===== src/rtl/min_heap_priority_queue_unit_assert.svh =====
// Assertion macros for the min-heap priority queue.
// Included by the top level; no other dependencies.
`ifndef MIN_HEAP_PRIORITY_QUEUE_UNIT_ASSERT_SVH
`define MIN_HEAP_PRIORITY_QUEUE_UNIT_ASSERT_SVH
`ifndef SYNTHESIS
`define MHPQ_ASSERT(lbl, clk, rst_n, prop) \
    lbl: assert property (@(posedge clk) disable iff (!rst_n) (prop)) \
        else $error("mhpq assertion failed");
`define MHPQ_ASSERT_IMPL(lbl, clk, rst_n, pre, post) \
    `MHPQ_ASSERT(lbl, clk, rst_n, (pre) |-> (post))
`else
`define MHPQ_ASSERT(lbl, clk, rst_n, prop)
`define MHPQ_ASSERT_IMPL(lbl, clk, rst_n, pre, post)
`endif
`endif


===== src/rtl/mhpq_pkg.sv =====
// Shared types, codes and helpers for the min-heap priority queue.
// No dependencies.
package mhpq_pkg;

    localparam int CAPACITY_DEFAULT = 64;
    localparam int KEY_W = 32;
    localparam int SRC_W = 8;
    localparam int POS_W = 16;
    localparam int ENTRY_W = KEY_W + SRC_W + POS_W;
    localparam int STATUS_W = 2;

    localparam logic OP_INSERT  = 1'b0;
    localparam logic OP_EXTRACT = 1'b1;

    typedef logic signed [KEY_W-1:0] key_t;

    // packed so that key sits in the low bits, as on the stream
    typedef struct packed {
        logic [POS_W-1:0] pos;
        logic [SRC_W-1:0] src;
        key_t             key;
    } entry_t;

    typedef enum logic [STATUS_W-1:0] {
        STATUS_OK    = 2'd0,
        STATUS_EMPTY = 2'd1,
        STATUS_FULL  = 2'd2
    } status_t;

    function automatic logic key_lt(input key_t a, input key_t b);
        return a < b;
    endfunction

endpackage


===== src/rtl/min_heap_priority_queue_unit.sv =====
// Binary min-heap priority queue: heap array in one synchronous RAM,
// sift-up / sift-down sequencer and a registered result stage.
// Depends on mhpq_pkg and min_heap_priority_queue_unit_assert.svh.
`include "min_heap_priority_queue_unit_assert.svh"

// One operation per item: opcode in s_tuser selects insert or extract-min.
// Every item yields exactly one result item on the master side. The heap
// lives in a single-port-read, single-port-write RAM with a registered read
// port, so each level of a sift costs RAM round trips. An insert climbs
// at most log2(CAPACITY) levels, reading the parent and comparing per level,
// until a parent stops it or it reaches the root; an extract reads the root
// and the last entry, then sinks the moved entry (left child read, right
// child read, compare and write back per level) until the child compare
// stops it or it reaches a leaf. An error item (extract on empty, insert on
// full) goes straight to the result stage. The input is taken again as soon
// as the sequencer is idle, even while the previous result still waits in
// the output register. No clearing pass: reset only empties the entry count.
module min_heap_priority_queue_unit #(
    parameter int CAPACITY = mhpq_pkg::CAPACITY_DEFAULT,
    localparam int IW = $clog2(CAPACITY),
    localparam int CW = $clog2(CAPACITY + 1),
    localparam int OUT_BITS = mhpq_pkg::ENTRY_W + mhpq_pkg::STATUS_W + CW,
    localparam int OUT_W = ((OUT_BITS + 7) / 8) * 8
) (
    input  logic                          clk,
    input  logic                          rst_n,
    input  logic                          s_tvalid,
    output logic                          s_tready,
    // key_value[31:0], source_id[39:32], position_tag[55:40]
    input  logic [mhpq_pkg::ENTRY_W-1:0]  s_tdata,
    // opcode[0]
    input  logic                          s_tuser,
    output logic                          m_tvalid,
    input  logic                          m_tready,
    // min_key[31:0], min_source[39:32], min_position[55:40], status[57:56],
    // occupancy from bit 58 up, zero padded to whole bytes
    output logic [OUT_W-1:0]              m_tdata
);

    typedef enum logic [8:0] {
        ST_IDLE    = 9'b000000001,
        ST_UP_RD   = 9'b000000010,
        ST_UP_CMP  = 9'b000000100,
        ST_DN_ROOT = 9'b000001000,
        ST_DN_LAST = 9'b000010000,
        ST_DN_RDL  = 9'b000100000,
        ST_DN_RDR  = 9'b001000000,
        ST_DN_CMP  = 9'b010000000,
        ST_OUT     = 9'b100000000
    } state_t;

    state_t                 state_reg, state_next;
    logic [CW-1:0]          cnt_reg, cnt_next;
    logic [IW-1:0]          idx_reg, idx_next;
    mhpq_pkg::entry_t       cur_reg, cur_next;
    mhpq_pkg::entry_t       best_reg, best_next;
    logic [IW-1:0]          best_idx_reg, best_idx_next;
    logic                   moved_reg, moved_next;
    logic                   r_ok_reg, r_ok_next;
    mhpq_pkg::entry_t       res_entry_reg, res_entry_next;
    mhpq_pkg::status_t      res_status_reg, res_status_next;
    logic                   m_tvalid_reg, m_tvalid_next;
    logic [OUT_W-1:0]       m_tdata_reg, m_tdata_next;

    mhpq_pkg::entry_t       heap_mem [CAPACITY];
    mhpq_pkg::entry_t       rd_data_reg;
    logic                   mem_rd_en, mem_wr_en;
    logic [IW-1:0]          mem_rd_addr, mem_wr_addr;
    mhpq_pkg::entry_t       mem_wr_data;

    logic                   accept;
    logic                   out_load;
    mhpq_pkg::entry_t       in_entry;
    logic [IW:0]            left_w, right_w, n_w;
    logic [IW-1:0]          parent_idx;
    mhpq_pkg::entry_t       sel_entry;
    logic [IW-1:0]          sel_idx;
    logic                   sel_moved;

    assign s_tready = (state_reg == ST_IDLE);
    assign accept   = s_tvalid && s_tready;
    assign in_entry = mhpq_pkg::entry_t'(s_tdata);
    assign m_tvalid = m_tvalid_reg;
    assign m_tdata  = m_tdata_reg;

    assign left_w     = {idx_reg, 1'b1};
    assign right_w    = left_w + (IW+1)'(1);
    assign n_w        = (IW+1)'(cnt_reg);
    assign parent_idx = IW'((idx_reg - IW'(1)) >> 1);
    assign out_load   = (state_reg == ST_OUT) && (!m_tvalid_reg || m_tready);

    // right child pick on top of the left-child decision
    always_comb
    begin
        sel_entry = best_reg;
        sel_idx   = best_idx_reg;
        sel_moved = moved_reg;
        if (r_ok_reg && mhpq_pkg::key_lt(rd_data_reg.key, best_reg.key))
        begin
            sel_entry = rd_data_reg;
            sel_idx   = right_w[IW-1:0];
            sel_moved = 1'b1;
        end
    end

    always_comb
    begin
        state_next      = state_reg;
        cnt_next        = cnt_reg;
        idx_next        = idx_reg;
        cur_next        = cur_reg;
        best_next       = best_reg;
        best_idx_next   = best_idx_reg;
        moved_next      = moved_reg;
        r_ok_next       = r_ok_reg;
        res_entry_next  = res_entry_reg;
        res_status_next = res_status_reg;
        mem_rd_en       = 1'b0;
        mem_rd_addr     = '0;
        mem_wr_en       = 1'b0;
        mem_wr_addr     = idx_reg;
        mem_wr_data     = cur_reg;

        unique case (state_reg)
            ST_IDLE:
            begin
                // root read is speculative; harmless for inserts
                mem_rd_en = 1'b1;
                if (accept)
                begin
                    res_entry_next  = '0;
                    res_status_next = mhpq_pkg::STATUS_OK;
                    if (s_tuser == mhpq_pkg::OP_INSERT)
                    begin
                        if (cnt_reg == CW'(CAPACITY))
                        begin
                            res_status_next = mhpq_pkg::STATUS_FULL;
                            state_next      = ST_OUT;
                        end
                        else
                        begin
                            cur_next   = in_entry;
                            idx_next   = IW'(cnt_reg);
                            cnt_next   = cnt_reg + CW'(1);
                            state_next = ST_UP_RD;
                        end
                    end
                    else
                    begin
                        if (cnt_reg == '0)
                        begin
                            res_status_next = mhpq_pkg::STATUS_EMPTY;
                            state_next      = ST_OUT;
                        end
                        else
                        begin
                            cnt_next   = cnt_reg - CW'(1);
                            state_next = ST_DN_ROOT;
                        end
                    end
                end
            end
            ST_UP_RD:
            begin
                if (idx_reg == '0)
                begin
                    mem_wr_en  = 1'b1;
                    state_next = ST_OUT;
                end
                else
                begin
                    mem_rd_en   = 1'b1;
                    mem_rd_addr = parent_idx;
                    state_next  = ST_UP_CMP;
                end
            end
            ST_UP_CMP:
            begin
                mem_wr_en = 1'b1;
                if (mhpq_pkg::key_lt(cur_reg.key, rd_data_reg.key))
                begin
                    // parent moves down into the hole
                    mem_wr_data = rd_data_reg;
                    idx_next    = parent_idx;
                    state_next  = ST_UP_RD;
                end
                else
                begin
                    state_next = ST_OUT;
                end
            end
            ST_DN_ROOT:
            begin
                res_entry_next = rd_data_reg;
                mem_rd_en      = 1'b1;
                mem_rd_addr    = IW'(cnt_reg);
                state_next     = ST_DN_LAST;
            end
            ST_DN_LAST:
            begin
                cur_next   = rd_data_reg;
                idx_next   = '0;
                state_next = (cnt_reg == '0) ? ST_OUT : ST_DN_RDL;
            end
            ST_DN_RDL:
            begin
                if (left_w >= n_w)
                begin
                    mem_wr_en  = 1'b1;
                    state_next = ST_OUT;
                end
                else
                begin
                    mem_rd_en   = 1'b1;
                    mem_rd_addr = left_w[IW-1:0];
                    state_next  = ST_DN_RDR;
                end
            end
            ST_DN_RDR:
            begin
                if (mhpq_pkg::key_lt(rd_data_reg.key, cur_reg.key))
                begin
                    best_next     = rd_data_reg;
                    best_idx_next = left_w[IW-1:0];
                    moved_next    = 1'b1;
                end
                else
                begin
                    best_next     = cur_reg;
                    best_idx_next = idx_reg;
                    moved_next    = 1'b0;
                end
                r_ok_next = (right_w < n_w);
                if (right_w < n_w)
                begin
                    mem_rd_en   = 1'b1;
                    mem_rd_addr = right_w[IW-1:0];
                end
                state_next = ST_DN_CMP;
            end
            ST_DN_CMP:
            begin
                mem_wr_en = 1'b1;
                if (sel_moved)
                begin
                    // smaller child moves up into the hole
                    mem_wr_data = sel_entry;
                    idx_next    = sel_idx;
                    state_next  = ST_DN_RDL;
                end
                else
                begin
                    state_next = ST_OUT;
                end
            end
            ST_OUT:
            begin
                if (out_load)
                begin
                    state_next = ST_IDLE;
                end
            end
            default:
            begin
                state_next = ST_IDLE;
            end
        endcase
    end

    always_comb
    begin
        m_tvalid_next = m_tvalid_reg;
        m_tdata_next  = m_tdata_reg;
        if (out_load)
        begin
            m_tvalid_next = 1'b1;
            m_tdata_next  = OUT_W'({cnt_reg, res_status_reg, res_entry_reg});
        end
        else if (m_tready)
        begin
            m_tvalid_next = 1'b0;
        end
    end

    always_ff @(posedge clk or negedge rst_n)
    begin
        if (!rst_n)
        begin
            state_reg    <= ST_IDLE;
            cnt_reg      <= '0;
            m_tvalid_reg <= 1'b0;
        end
        else
        begin
            state_reg    <= state_next;
            cnt_reg      <= cnt_next;
            m_tvalid_reg <= m_tvalid_next;
        end
    end

    always_ff @(posedge clk)
    begin
        idx_reg        <= idx_next;
        cur_reg        <= cur_next;
        best_reg       <= best_next;
        best_idx_reg   <= best_idx_next;
        moved_reg      <= moved_next;
        r_ok_reg       <= r_ok_next;
        res_entry_reg  <= res_entry_next;
        res_status_reg <= res_status_next;
        m_tdata_reg    <= m_tdata_next;
    end

    always_ff @(posedge clk)
    begin
        if (mem_wr_en)
        begin
            heap_mem[mem_wr_addr] <= mem_wr_data;
        end
        if (mem_rd_en)
        begin
            rd_data_reg <= heap_mem[mem_rd_addr];
        end
    end

    // the sequencer never reads an entry in the cycle it is rewritten
    `MHPQ_ASSERT_IMPL(a_no_rw_same_entry, clk, rst_n, mem_rd_en && mem_wr_en,
        mem_rd_addr != mem_wr_addr)
    `MHPQ_ASSERT(a_count_in_range, clk, rst_n, cnt_reg <= CW'(CAPACITY))
    `MHPQ_ASSERT_IMPL(a_empty_result_zero, clk, rst_n,
        m_tvalid && (m_tdata[mhpq_pkg::ENTRY_W +: 2] == mhpq_pkg::STATUS_EMPTY),
        m_tdata[OUT_BITS-1:mhpq_pkg::ENTRY_W + 2] == '0)
    `MHPQ_ASSERT_IMPL(a_full_result_cap, clk, rst_n,
        m_tvalid && (m_tdata[mhpq_pkg::ENTRY_W +: 2] == mhpq_pkg::STATUS_FULL),
        m_tdata[OUT_BITS-1:mhpq_pkg::ENTRY_W + 2] == CW'(CAPACITY))

endmodule


===== config.mk =====
export PLATFORM = sky130hd
export DESIGN_NAME = min_heap_priority_queue_unit
export DESIGN_NICKNAME = d
export VERILOG_FILES = /design/src/rtl/mhpq_pkg.sv /design/src/rtl/min_heap_priority_queue_unit.sv
export VERILOG_INCLUDE_DIRS = /design/src /design/src/rtl
export SDC_FILE = /design/constraint.sdc
export NUM_CORES = 2
export LEC_CHECK = 0
export ABC_AREA = 0
export BUFFER_PORTS_ARGS = -buffer_cell sky130_fd_sc_hd__clkbuf_2
export CAP_MARGIN = 25
export CORE_UTILIZATION = 60
export CTS_BUF_LIST = sky130_fd_sc_hd__clkbuf_8 sky130_fd_sc_hd__clkbuf_16
export DETAILED_ROUTE_END_ITERATION = 8
export PLACE_DENSITY_LB_ADDON = 0.2
export SYNTH_ARGS = -nofsm -noshare
export SYNTH_HDL_FRONTEND = slang
export SYNTH_SLANG_ARGS = --single-unit

===== constraint.sdc =====
create_clock -name clk -period 6.2 [get_ports clk]
set_clock_uncertainty 0.2 [all_clocks]
set_input_delay 0.62 -clock clk [delete_from_list [all_inputs] [get_ports clk]]
set_output_delay 0.62 -clock clk [all_outputs]
set_load 0.005 [all_outputs]

* Word level (Yosys, flattened, before mapping) *
Memories as Yosys holds them, arrays and structs flattened. A register that Yosys moved wholly into a read port is not among the register bits.
Cells that the tools add are included.

operators by class
  add/sub/neg operators = 4
  magnitude comparators = 5
  eq/ne operators = 18
  mux-type cells = 53
  reduce and logical (&&, ||, !) cells = 19

operators by type and width
  operator                                             count
  2-to-1 mux 56 bit                                    8
  case mux 56 bit (2 select lines)                     3
  < comparator 32 bit                                  3
  2-to-1 mux 9 bit                                     10
  case mux 9 bit (9 select lines)                      1
  2-to-1 mux 6 bit                                     9
  case mux 6 bit (4 select lines)                      2
  2-to-1 mux 7 bit                                     3
  adder 7 x 1 -> 7 bit, second input constant          2
  != test 2 bit, second input constant                 7
  2-to-1 mux 1 bit                                     12
  equality test 9 x 1 -> 1 bit, second input constant  1
  equality test 9 x 2 -> 1 bit, second input constant  1
  equality test 9 x 3 -> 1 bit, second input constant  1
  equality test 9 x 4 -> 1 bit, second input constant  1
  equality test 9 x 5 -> 1 bit, second input constant  1
  equality test 9 x 6 -> 1 bit, second input constant  1
  equality test 9 x 7 -> 1 bit, second input constant  1
  equality test 9 x 8 -> 1 bit, second input constant  1
  equality test 9 bit, second input constant           1
  AND reduction 4 bit                                  2
  equality test 7 bit, second input constant           1
  greater-or-equal comparator 7 bit                    1
  logical NOT 7 bit                                    1
  17 further kinds                                     25

word-level totals
  memories = 1
  input bits = 61
  bits in registers = 266
  logic and storage cells = 119
  output and inout bits = 74
  bits in writable memories = 3584

memories
  memory    depth  width  read ports  clocked after Yosys merged registers in  wr ports  RTL line                            text
  heap_mem  64     56     1           1                                        1         min_heap_priority_queue_unit.sv:65  mhpq_pkg::entry_t heap_mem [CAPACITY];

* Depth between registers and ports, before layout *
  depth after elaboration = 5
  mapped depth = 19
  depth with buffers taken out = 13

* Worst setup path after synthesis *
OpenSTA, ideal clock, no wires.

  path type = register -> register
  start = register state_reg[3]
  end = memory heap_mem[31][0] (netlist bit) (enable)
  cell stages (with the launch flop) = 8
  path buffers = 0
  data required time = 5.530 ns
  setup slack = 0.732 ns
  setup time = 0.470 ns
  data arrival time = 4.798 ns
  cells stage by stage = dfrtp_1 or3_1 or3_1 nor4b_1 nor3_1 nor2_1 nand3_1 nor2_1

between the ends
  longest elaborated chain between the ends = 5
  elaborated cells between the ends (all ways) = 8
  those cells by class = 4 x eq/ne; 3 x mux; 1 x reduce/logical

ends and longest elaborated chain
  what                                                                                 RTL line                             text
  from (decl)                                                                          min_heap_priority_queue_unit.sv:52   state_t state_reg, state_next;
  from (signal assigned)                                                               min_heap_priority_queue_unit.sv:295  state_reg <= state_next;
  equality test 9 x 8 -> 1 bit / equality test 9 x 3 -> 1 bit (equally long branches)  min_heap_priority_queue_unit.sv:124  unique case (state_reg)
  OR reduction 2 bit (no source line)                                                  -
  case mux 1 bit (3 select lines) *                                                    min_heap_priority_queue_unit.sv:124
  2-to-1 mux 1 bit *                                                                   min_heap_priority_queue_unit.sv:316  if (mem_wr_en)
  2-to-1 mux 1 bit (not written as such) *                                             min_heap_priority_queue_unit.sv:318  heap_mem[mem_wr_addr] <= mem_wr_data;
  to (decl)                                                                            min_heap_priority_queue_unit.sv:65

Every way passes the cells marked *; elsewhere a longest branch is shown, timed or not.

* Final worst setup path *
  start = register idx_reg[0]
  end = register, netlist name rd_data_reg[54]

between the ends
  longest elaborated chain between the ends = 4
  elaborated cells between the ends (all ways) = 13
  those cells by class = 2 x add/sub; 2 x order compare; 8 x mux; 1 x reduce/logical

ends and longest elaborated chain
  what                                                                                       RTL line                             text
  from (decl)                                                                                min_heap_priority_queue_unit.sv:54   logic [IW-1:0] idx_reg, idx_next;
  from (signal assigned)                                                                     min_heap_priority_queue_unit.sv:303  idx_reg <= idx_next;
  adder 7 x 1 -> 7 bit                                                                       min_heap_priority_queue_unit.sv:87   assign right_w = left_w + (IW+1)'(1);
  < comparator 7 bit                                                                         min_heap_priority_queue_unit.sv:234  if (right_w < n_w)
  2-to-1 mux 6 bit / 2-to-1 mux 1 bit (equally long branches)                                min_heap_priority_queue_unit.sv:234
  case mux 6 bit (4 select lines) / case mux 1 bit (4 select lines) (equally long branches)  min_heap_priority_queue_unit.sv:124

Several ways; a longest one is shown, not always the timed one.
A chain may end at the register's enable or synchronous reset.

==> impl_metrics.csv <==
group,metric,value,unit
critical_path,crit_type,"reg -> reg",
clocking,cts.sinks,3906,
floorplan,dieArea,260000,µm²
clocking,cts_buffer_depth,4,
sta,max_slew.worst_pin.slew,1.21,ns
clocking,cts_buffers,394,
critical_path,required,6.80,ns
final_layout,layout_commonest_cell,"edfxtp_1",
critical_path,r2r_slack,0.17,ns
run_status,outcome,"finished, violations left",
hold_path,holdPathStages,0,
run_status,violations,"DRC",
global_route,antenna_found_initial,15,
final_layout,fin_area,177000,µm²
final_layout,drive_above_1_share,12.9,%
global_route,met3_usage,12.8,%
yosys,ys_ff_latch,3906,
run,maxCapViolCount,0,
power,leakagePower,60.7,nW
global_route,first_global_vias,94846,
placed_design,hpwl,278,mm
final_layout,nets,10970,
global_route,grt_use_total,38.1,%
floorplan,row_count,186,
placed_design,io_buffer_count,127,
clocking,cts_max_level,5,
sta,setup_viol,0,
critical_path,r2r_cells,14,
drt,firstDrtPassIters,9,
sta,maxSlewHeadroom,19.3,%
clocking,clock_latency,1.02,ns
sta,period_share,97.2,%
drt,wl_per_cell,34.3,µm
sta,drv_slew,0,
floorplan,start_util,60.3,%
global_route,grt_pass1_wl,693,mm
placed_design,gp_congestion,0.931,
critical_path,crit_arrival,6.63,ns
floorplan,core,257000,µm²
global_route,top_usage_layer,"met2",
hold_path,hp-start,"res_entry_reg[40]",
global_route,grt_overflow,0,
sta,clock.fmax,0.166,GHz
final_layout,largest_reg_flops,3584,
yosys,synthCells,10479,
final_layout,layout_common_cells,"edfxtp_1 (3889), nand2_1 (2258), nand3_1 (1178), mux2i_1 (456), clkbuf_16 (400)",
global_route,grt_use_met1,51.5,%
critical_path,cp-end-kind,"flip-flop",
clocking,path_clk_slew,0.06,ns
yosys,synth_area_per_cell,14.8,µm²
drt,ant_nets,0,
drt,drt_iter0_drc,17218,
drt,via_per_inst,6.89,
floorplan,ioPinCount,135,
final_layout,multi_input_area,35900,µm²
drt,via_count,100112,
hold_path,hold_path.class,"reg -> reg",
clocking,cts_resized,0,
yosys,syn_area,155000,µm²
critical_path,rr_startpoint,"idx_reg[0]",
floorplan,die_h,510,µm
final_layout,fillerInstances,16355,
clocking,hold_buffers,63,
yosys,synth-seq-area-share,75.7,%
clocking,cts_tree,"built",
sta,period_needed,6.03,ns
sta,setup_tns,0,ns
yosys,ys.flop_type,"edfxtp_1",
global_route,grt_max_degree,115,
critical_path,start_kind,"flip-flop",
clocking,root_buffer,"clkbuf_16",
power,ir_drop,0.365,mV
yosys,async_flop_share,0.435,%
global_route,met2_usage,55.6,%
drt,drc,1,
drt,wl,498,mm
yosys,ys_warn_count,0,
hold_path,hold_end,"m_tdata[40]",
sta,whs,0.188,ns
sta,hold_violations,0,
final_layout,areaGrowthSynthToFinish,14.1,%
power,total_power,0.0663,W
critical_path,r2r-end,"rd_data_reg[54]",
critical_path,worstPathMaxFanout,59,
clocking,post_cts_buffers,0,
power,power.density,375,nW/µm²
placed_design,place_area,163000,µm²
final_layout,seq_area,117000,µm²
yosys,synth_cell_types,77,
sta,rsz0062_at_grt,"false",
yosys,synth_edf_count,3889,
floorplan,die_w,510,µm
==> layout make-up <==
type	instances	area share [%]
sequential	3906	66.3
antenna	19	0.0269
tap	3384	2.40
clock inverter	291	1.44
timing repair buffer	620	3.44
multi-input combinational	5734	20.3
clock buffer	400	5.67
inverter	170	0.361
==> worst max-delay path, cell delays in order, from the launching register on <==
cell       delay, ns
edfxtp_1        0.47
clkinv_1        0.38
ha_1            0.55
ha_1            0.35
nand3b_1        0.10
a21o_1          0.22
and4_1          0.41
nor3_2          0.96
buf_12          0.40
buf_4           0.42
nand2_1         0.12
a32oi_1         0.19
o21ai_1         0.09
a2111oi_0       0.70
a2bb2oi_1       0.22
==> worst max path at each step <==
stage | start | endpoint | slack (ns) | depth (start not counted)
global route | idx_reg[0] | rd_data_reg[54] | 0.06 | 14
detailed placement | idx_reg[0] | rd_data_reg[54] | 0.51 | 14
CTS | idx_reg[0] | rd_data_reg[54] | 0.46 | 14
floorplan | state_reg[3] | heap_mem[31][0] | 0.73 | 7
global placement | idx_reg[0] | rd_data_reg[54] | 0.57 | 14
finish | idx_reg[0] | rd_data_reg[54] | 0.17 | 14
==> metrics by stage <==
step | utilization [%] | std cells | setup WS, ns
2_1_floorplan | - | 10485 | 0.732
3_3_place_gp | 63.6 | 13746 | 0.572
3_5_place_dp | 63.7 | 13749 | 0.508
4_1_cts | 68.8 | 14503 | 0.459
5_1_grt | 68.8 | 14507 | 0.0627
6_report | 68.8 | 14524 | 0.175
==> cell usage after synthesis (11+ instances only) <==
cell | number | area share, %
edfxtp_1 | 3889 | 75
nand2_1 | 2267 | 5.5
nand3_1 | 1179 | 3.8
mux2i_1 | 456 | 2.9
clkbuf_1 | 409 | 0.99
a21oi_1 | 206 | 0.67
a31oi_1 | 189 | 0.76
buf_2 | 174 | 0.56
inv_1 | 169 | 0.41
mux4_2 | 168 | 2.4
o21ai_0 | 150 | 0.48
a22oi_1 | 132 | 0.64
nand4_1 | 127 | 0.51
nor2_1 | 115 | 0.28
a211oi_1 | 113 | 0.55
ha_1 | 82 | 0.66
buf_1 | 61 | 0.15
nor4_1 | 60 | 0.24
o221ai_1 | 59 | 0.33
nor4b_1 | 44 | 0.25
o32a_1 | 39 | 0.25
o22ai_1 | 37 | 0.15
a32oi_1 | 34 | 0.19
a221oi_1 | 33 | 0.19
a21o_1 | 32 | 0.16
buf_4 | 22 | 0.11
nor3_1 | 21 | 0.068
and3_1 | 20 | 0.081
dfrtp_1 | 16 | 0.26
o22a_1 | 14 | 0.079
o211ai_1 | 11 | 0.053
o31ai_1 | 11 | 0.053
==> metal layers <==
layer | share of wire, % | up-vias
li1 | - | 40574
met1 | 35 | 49772
met2 | 44 | 8221
met3 | 16 | 1533
met4 | 5.9 | 12
met5 | 0.094 | -
==> power breakdown <==
part           total [W]  switching [W]  internal (W)
clock network     0.0234        0.00980        0.0136
logic             0.0111        0.00806       0.00301
registers         0.0318       0.000819        0.0310
==> cells by family after synthesis <==
family          count (synthesis)  share of synthesized area, %
buf+inv                       845                          2.29
compound gates               1113                          4.87
simple gates                 3891                          11.0
other cells                     1                       0.00242
mux                           626                          5.40
flops                        3906                          75.7
fa+ha+maj                      83                         0.675
xor+xnor                       14                        0.0792
Note: power is estimated with default switching activity, not from simulation.
